--- src/rtl/core/rdhr_pkg.sv ---
// Package for the rain delta history ring: widths, depth, register map and the
// access decision record shared by the access logic and the top level.
// No dependencies.
package rdhr_pkg;

  localparam int unsigned DataW     = 32;
  localparam int unsigned Depth     = 256;
  localparam int unsigned AddrW     = $clog2(Depth);
  localparam int unsigned CntW      = 9;   // record_count and distance fields
  localparam int unsigned IdxW      = CntW + 1;
  localparam int unsigned InTdataW  = 48;  // rain_total + distance, byte padded
  localparam int unsigned ApbAddrW  = 3;
  localparam int unsigned ApbDataW  = 32;

  localparam logic [ApbAddrW-1:0] RegRecordCount   = 3'd0;
  localparam logic [CntW-1:0]     RecordCountReset = 9'd256;

  typedef enum logic {
    ModeSave = 1'b0,
    ModeRead = 1'b1
  } mode_e;

  // What one accepted beat does to the ring and what it reports.
  typedef struct packed {
    logic [AddrW-1:0] addr;     // ring entry written (save) or read (record)
    logic             pending;  // read of the pending increase
    logic             oor;      // distance beyond the record count
    logic [DataW-1:0] amount;   // save data, or the pending increase
    logic [AddrW-1:0] wp_next;  // write pointer after a save
  } access_t;

endpackage

--- src/rtl/core/rdhr_access.sv ---
// Decides the ring access of one beat: entry address, increase, read range and
// the next write pointer. Depends on rdhr_pkg.
module rdhr_access (
  input  logic                          save_i,
  input  logic [rdhr_pkg::DataW-1:0]    rain_total_i,
  input  logic [rdhr_pkg::CntW-1:0]     distance_i,
  input  logic [rdhr_pkg::CntW-1:0]     record_count_i,
  input  logic [rdhr_pkg::AddrW-1:0]    wp_i,
  input  logic [rdhr_pkg::DataW-1:0]    last_total_i,
  input  logic                          started_i,
  output rdhr_pkg::access_t             acc_o
);

  logic [rdhr_pkg::CntW-1:0]  cnt;
  logic [rdhr_pkg::DataW-1:0] inc;
  logic [rdhr_pkg::CntW-1:0]  wp_inc;
  logic [rdhr_pkg::IdxW-1:0]  wp_x;
  logic [rdhr_pkg::IdxW-1:0]  dist_x;
  logic [rdhr_pkg::IdxW-1:0]  idx;

  always_comb begin
    // Clamp the configured count into 1..Depth.
    if (record_count_i == '0) begin
      cnt = rdhr_pkg::CntW'(1);
    end else if (record_count_i > rdhr_pkg::CntW'(rdhr_pkg::Depth)) begin
      cnt = rdhr_pkg::CntW'(rdhr_pkg::Depth);
    end else begin
      cnt = record_count_i;
    end

    // A fallen total means the gauge counter restarted: take it raw.
    inc = (rain_total_i < last_total_i) ? rain_total_i : (rain_total_i - last_total_i);

    wp_inc = {1'b0, wp_i} + rdhr_pkg::CntW'(1);

    wp_x   = rdhr_pkg::IdxW'(wp_i);
    dist_x = {1'b0, distance_i};
    if (dist_x <= wp_x) begin
      idx = wp_x - dist_x;
    end else begin
      idx = {1'b0, cnt} + wp_x - dist_x;
    end
    if (idx >= rdhr_pkg::IdxW'(rdhr_pkg::Depth)) begin
      idx = '0;
    end

    acc_o.addr    = save_i ? wp_i : idx[rdhr_pkg::AddrW-1:0];
    acc_o.pending = (distance_i == '0);
    acc_o.oor     = (distance_i > cnt);
    acc_o.amount  = (save_i && !started_i) ? '0 : inc;
    acc_o.wp_next = (wp_inc >= cnt) ? '0 : wp_inc[rdhr_pkg::AddrW-1:0];
  end

endmodule
--- config.mk ---
export PLATFORM = sky130hd
export DESIGN_NAME = rdhr_access
export DESIGN_NICKNAME = d
export VERILOG_FILES = /design/src/rtl/core/rdhr_pkg.sv /design/src/rtl/core/rdhr_access.sv
export SDC_FILE = /design/constraint.sdc
export NUM_CORES = 1
export LEC_CHECK = 0
export BUFFER_PORTS_ARGS = -buffer_cell sky130_fd_sc_hd__buf_2
export CORE_ASPECT_RATIO = 1.4
export CORE_MARGIN = 2
export CORE_UTILIZATION = 49
export DETAILED_ROUTE_END_ITERATION = 12
export PLACE_DENSITY_LB_ADDON = 0.15
export SLEW_MARGIN = 20
export SYNTH_ARGS = -nofsm -noshare
export SYNTH_HDL_FRONTEND = slang
export SYNTH_SLANG_ARGS = --single-unit
--- constraint.sdc ---
create_clock -name vclk -period 4.1
set_input_delay 0.82 -clock vclk [all_inputs]
set_output_delay 0.82 -clock vclk [all_outputs]
set_load 0.05 [all_outputs]
==> results of run 1 <==
[through the flow]
stage	hold slack (ns)	setup TNS (ns)	std cells	area, µm²	util, %
3_3_place_gp	2.06	-13.57	953	6370	77.7
4_1_cts	2.01	-8.90	970	7390	90.1
3_5_place_dp	2.07	-16.58	953	6370	77.7
2_1_floorplan	1.74	-3.78	596	4590	-
[kinds of logic after synthesis]
kind of cell    count (synthesis)  share of synthesized area, %
simple gates                  194                          23.3
compound gates                160                          26.5
fa+ha+maj                      80                          25.9
buf+inv                        95                          9.37
mux                            26                          6.27
xor+xnor                       41                          8.64
[metal layers]
layer | global-route usage, % | GRT overflow
met1 | 67.4 | 0
met2 | 85.9 | 2
met3 | 54.2 | 0
met4 | 67.9 | 1
met5 | 13.5 | 0
[timing repair]
item,4_1_cts
buffers inserted,14
endpoints found under the setup margin,48
pin swaps,37
gates resized for setup,203
gates cloned,3
==> results.cfg, run 1 <==
[logic_synthesis]
synth_top_area_share_pct = 21.1
synth_area_per_cell_um2 = 6.97
ys_warn_count = 0
syn_inst = 596
syn_nets = 768
yosys.area.top_type = ha_1
synthesis.area_um2 = 4150
synth.area.top_cells = ha_1 21%, inv_1 7.0%, mux2i_1 6.3%, xnor2_1 6.1%, a21oi_1 5.5%
yosysUniqueCellTypes = 64
synthTopCellsByCount = 77 x inv_1, 70 x ha_1, 50 x nor2_1
seq_area_frac_synth_pct = 0
yosysMostFrequentCell = inv_1

[floorplan]
io_pins = 142
die_w_um = 81.8
fp-row-count = 39
die-height_um = 113
initial_core_util_pct = 50.7

[place]
dpl.hpwl_um = 12300
place_congestion = 0.961
io_buffers = 142
post-place-ws_ns = -0.911

[status]
status = stopped before the end
first-error = [ERROR GRT-0232] Routing congestion too high. Check the congestion heatmap in the GUI.
lastStage = 5_1_grt

[sta]
worst_endpoint_kind = top-level output
crit_endpoint = acc_o[45]

[cts]
ctsHoldBuffers = 0

[global_route]
grt_usage_pct = 68.8
grt-ovfl-total = 3
grt_max_degree = 25
==> run 2: changes to the inputs <==
CORE_ASPECT_RATIO = unset   (was 1.4)
CORE_UTILIZATION = 36   (was 49)
clock period = 5.3 ns   (was 4.1 ns; I/O delays follow)
==> run 2 against run 1 <==
Effect of this change:
- the flow now finishes without violations
- synthesized cell count unchanged
- area after synthesis unchanged
==> results.cfg, run 2 <==
[status]
status = finished, final reports clean

[global_route]
grt_max_degree = 30
grt_pass1_vias = 4474
grt-ovfl-total = 0
grt_usage_pct = 19.7
antenna_found_initial = 0
grt_pass1_wl_um = 21400

[setup_path]
crit_chain = buf_8 > nor4_4 > a21oi_2 > nor2_2 > ha_1 > inv_1 > ha_2 > inv_2 > fa_2 > nor2b_2 > o21ai_2 > a21boi_2 > o21ai_2 > a21oi_2 > xnor2_1 > nand3_1 > and3_4 > buf_12 > a211oi_4 > buf_12
cp_data_required_time_ns = 4.24
cpMaxStageDelayCell = fa_2
worstPathArrival_ns = 4.07
critPathMaxFanout = 5
criticalPathCategory = primary input to primary output
startpoint_type = primary input
cp_top_family = simple AND/OR/NAND/NOR gates
critPathMaxStageDelay_ns = 0.36
endpoint_kind = primary output
path_buf_inv = 5

[finish]
drive_above_1_share_pct = 28.6
layout.nets = 922
postLayoutCellArea_um2 = 5400
clockBufferCount = 0
final_util_pct = 47.7
fillerInstances = 1181
register_area_um2 = 0
n_sequential_cell = 0
diodes = 0
layout_commonest_cell = buf_2
syn2layout_area_growth_pct = 30.0
layout_common_cells = 130 x buf_2, 76 x inv_1, 68 x ha_1, 47 x nor2_1, 43 x a21oi_1

[routing]
final_antenna_net_count = 0
drt_first_pass_iters = 4
vias = 4690
drt_iter0_markers = 169
vias_per_cell = 5.26
wl_per_cell_um = 14.3
wl_um = 12800
drc = 0

[worst_hold_path]
hold_class = primary input to primary output
min_to = acc_o[18]
hold_path_depth = 4
hold_start = rain_total_i[10]

[power_and_ir_drop]
p_int_w = 0.000373
p_leak_nw = 2.87
power_frac_comb_pct = 100.0
powerDensity_nw_per_um2 = 181
peakVddDrop_uv = 140
clockPowerShare_pct = 0
p_seq_share_pct = 0
switching_share_pct = 61.9
p_sw_w = 0.000605

[sta]
relSlewSlack_pct = 57.8
min_period_over_period_pct = 96.9
worstMarginPinSlew_ns = 0.632
min_period_ns = 5.13
holdWs_ns = 2.52
setup_viol = 0
rsz0062_at_grt = yes
drv_slew = 0
hold_viol_final = 0
timing.fmax_ghz = 0.195

[floorplan]
io_pins = 142
fp-row-count = 39
core_um2 = 11300
die-area_um2 = 12400
die-height_um = 111
die_w_um = 111
initial_core_util_pct = 36.7

[flow_run]
cap_violations = 0

[logic_synthesis]
syn_nets = 768
synthesis.area_um2 = 4150
ys_warn_count = 0
syn_inst = 596
seq_area_frac_synth_pct = 0
synth_top_area_share_pct = 21.1
yosysUniqueCellTypes = 64
yosys.area.top_type = ha_1
synthTopCellsByCount = 77 x inv_1, 70 x ha_1, 50 x nor2_1
synth_area_per_cell_um2 = 6.97
synth.area.top_cells = ha_1 21%, inv_1 7.0%, mux2i_1 6.3%, xnor2_1 6.1%, a21oi_1 5.5%
yosysMostFrequentCell = inv_1

[place]
place_congestion = 0.885
io_buffers = 142
place_area_um2 = 5210
dpl.hpwl_um = 10900

[cts]
ctsHoldBuffers = 0
## run 2: cell counts after synthesis
No cell type changed its count.
## run 2: final cells by class
type	instances	area, µm²	share of cell area (%)
Multi-Input combinational cell	501	3930	72.7
Inverter	78	293	5.42
Tap cell	143	179	3.31
Timing Repair Buffer	169	1000	18.6
## run 2: how the worst max path moves through the flow
stage	from	to	slack [ns]	cells past startpoint
4_1_cts	record_count_i[7]	acc_o[45]	-0.03	20
3_5_place_dp	record_count_i[4]	acc_o[48]	-0.32	20
5_1_grt	record_count_i[7]	acc_o[45]	-0.03	20
6_report	record_count_i[7]	acc_o[45]	0.17	20
3_3_place_gp	record_count_i[4]	acc_o[48]	-0.21	20
2_1_floorplan	rain_total_i[0]	acc_o[8]	0.05	11
## run 2: per-stage QoR
| step | total power [W] | instances | worst slack (ns) | setup TNS, ns |
|---|---|---|---|---|
| detailed placement | 0.000927 | 884 | -0.318 | -2.28 |
| finish | 0.000978 | 891 | 0.166 | 0 |
| global route | 0.00107 | 891 | -0.0325 | -0.0756 |
| CTS | 0.000950 | 886 | -0.0261 | -0.0261 |
| global placement | 0.000918 | 884 | -0.208 | -1.35 |
| floorplan | 0.000695 | 596 | 0.0505 | 0 |
## run 2: logic make-up after synthesis
logic type	count (synthesis)	share of synthesized area, %
compound gates	160	26.5
xor+xnor	41	8.64
fa+ha+maj	80	25.9
buf+inv	95	9.37
mux	26	6.27
simple gates	194	23.3
## run 2: power groups by stage
| stage | Sequential (W) | Clock, W | Combinational, W |
|---|---|---|---|
| 6_report | 0 | 0 | 0.000978 |
| 5_1_grt | 0 | 0 | 0.00106 |
| 4_1_cts | 0 | 0 | 0.000950 |
| 3_5_place_dp | 0 | 0 | 0.000927 |
| 3_3_place_gp | 0 | 0 | 0.000918 |
| 2_1_floorplan | 0 | 0 | 0.000695 |
## run 2: per-layer routing
layer	vias up	track usage (%)	part of all wire (%)
li1	2418	-	-
met1	2158	28.8	49
met2	114	34.4	47
met3	0	0.817	4.3
met4	0	0.165	0
met5	-	0	0
## run 2: timing repair
action / 4_1_cts / 5_1_grt
gates cloned: 0 / 0
setup buffers: 2 / 5
gates resized for setup: 20 / 26
endpoints found under the setup margin: 8 / 27
pin swaps: 13 / 14
Power figures use the tool's default switching activity.
==> run 3: changes to the inputs <==
SETUP_SLACK_MARGIN = 0.3   (was unset)
==> run 3 against run 2 <==
Effect of this change:
- non-clock buffer count up 4
- critical endpoint unchanged
- critical path type unchanged
- combinational power about the same
- critical path depth unchanged
- worst hold slack worse by 0.025 ns
- die area unchanged
- cell area up 3.4%
- total power up 3.5%
- global-route usage down 0.43 points
- wire length down 0.25%
- first-iteration DRC count up 54%
- highest routed layer is now met4
- via count up 1.9%
==> results.cfg, run 3 (synthesis results as in run 2) <==
[worst_hold_path]
min_to = acc_o[20]
hold_path_depth = 4
hold_class = primary input to primary output
hold_start = rain_total_i[12]

[global_route]
grt_max_degree = 30
grt_busiest_layer = met2
grtUsageMet2_pct = 33.0
grt_use_met3_pct = 0.980
antenna_found_initial = 0
met1_usage_pct = 28.2
grt_pass1_wl_um = 21100
grt_pass1_vias = 4552
grt-ovfl-total = 0
grt_usage_pct = 19.3

[floorplan]
fp-row-count = 39
die-area_um2 = 12400
initial_core_util_pct = 36.7
die_w_um = 111
io_pins = 142
die-height_um = 111
core_um2 = 11300

[power_and_ir_drop]
p_leak_nw = 2.92
peakVddDrop_uv = 120
powerDensity_nw_per_um2 = 181

[finish]
n_sequential_cell = 0
layoutNonFillerInstCount = 896
layout_commonest_cell = buf_2
postLayoutCellArea_um2 = 5580
clockBufferCount = 0
diodes = 0
final_util_pct = 49.3
layout_common_cells = 123 x buf_2, 75 x inv_1, 68 x ha_1, 48 x nor2_1, 38 x nand2_1
drive_above_1_share_pct = 30.0
syn2layout_area_growth_pct = 34.4
register_area_um2 = 0
layout.nets = 927

[routing]
vias = 4778
wl_um = 12700
vias_per_cell = 5.33
final_antenna_net_count = 0
wl_per_cell_um = 14.2
drc = 0
drt_first_pass_iters = 4
drt_iter0_markers = 260

[sta]
min_period_over_period_pct = 96.4
timing.fmax_ghz = 0.196
relSlewSlack_pct = 65.0
worstMarginPinSlew_ns = 0.525
tns_ns = 0
setup_viol = 0
drv_slew = 0
worst_slack_ns = 0.189
hold_viol_final = 0
rsz0062_at_grt = yes
min_period_ns = 5.11

[place]
post-place-ws_ns = -0.0321
place_congestion = 0.896
place_area_um2 = 5260
dp.cells = 883
dpl.hpwl_um = 10700
io_buffers = 142

[setup_path]
crit_chain = buf_8 > nor4_4 > a21oi_1 > nor2_1 > ha_1 > inv_1 > ha_2 > inv_2 > fa_2 > nor2b_2 > o21ai_2 > a21boi_2 > o21ai_2 > a21oi_2 > xnor2_1 > nand3_1 > and3_4 > buf_12 > a211oi_4 > buf_6
endpoint_kind = primary output
cp_common_cell = o21ai_2
critPathMaxStageDelay_ns = 0.35
crit_start = record_count_i[4]
cp_data_required_time_ns = 4.24
cpMaxStageDelayCell = fa_2
startpoint_type = primary input
critPathMaxFanout = 5
criticalPathCategory = primary input to primary output
worstPathArrival_ns = 4.05

[cts]
ctsHoldBuffers = 0

[flow_run]
cap_violations = 0

[status]
status = finished, final reports clean
-- run 3: through the flow --
stage / hold slack (ns) / total power, W
finish: 2.49 / 0.00101
floorplan: 2.30 / 0.000707
detailed placement: 2.53 / 0.000934
global placement: 2.52 / 0.000929
global route: 2.52 / 0.00110
CTS: 2.51 / 0.000975
-- run 3: what timing repair did --
action	CTS	global route
pin swaps	7	17
setup buffers	5	6
gates cloned	0	2
gates resized for setup	26	28
setup endpoints to repair	33	44
-- run 3: power breakdown --
group          internal (W)  total (W)  switching (W)
Combinational      0.000396    0.00101       0.000617
Sequential                0          0              0
Clock                     0          0              0
Total              0.000396    0.00101       0.000617
-- run 3: critical path: cells and delay by family --
| family | cells | cell delay, ns |
|---|---|---|
| AND/OR/NAND/NOR | 5 | 0.81 |
| adder cells (fa/ha/maj) | 3 | 0.78 |
| AO/OA/AOI/OAI | 6 | 0.73 |
| buffers and inverters | 5 | 0.53 |
| XOR/XNOR | 1 | 0.12 |
-- run 3: per-layer routing --
metal | part of all wire, % | vias to the layer above
li1 | - | 2426
met1 | 51 | 2235
met2 | 45 | 113
met3 | 4.1 | 4
met4 | 0.40 | 0
met5 | 0 | -
-- run 3: cell type report --
type | count | area [µm²]
timing repair buffer | 173 | 1130
inverter | 78 | 293
tap | 143 | 179
fill | 1204 | 5740
multi-input combinational | 502 | 3990
-- run 3: worst max path at each step --
| stage | to | depth (start not counted) |
|---|---|---|
| 6_report | acc_o[45] | 20 |
| 4_1_cts | acc_o[47] | 20 |
| 3_5_place_dp | acc_o[45] | 20 |
| 3_3_place_gp | acc_o[45] | 20 |
| 2_1_floorplan | acc_o[8] | 11 |
| 5_1_grt | acc_o[45] | 20 |
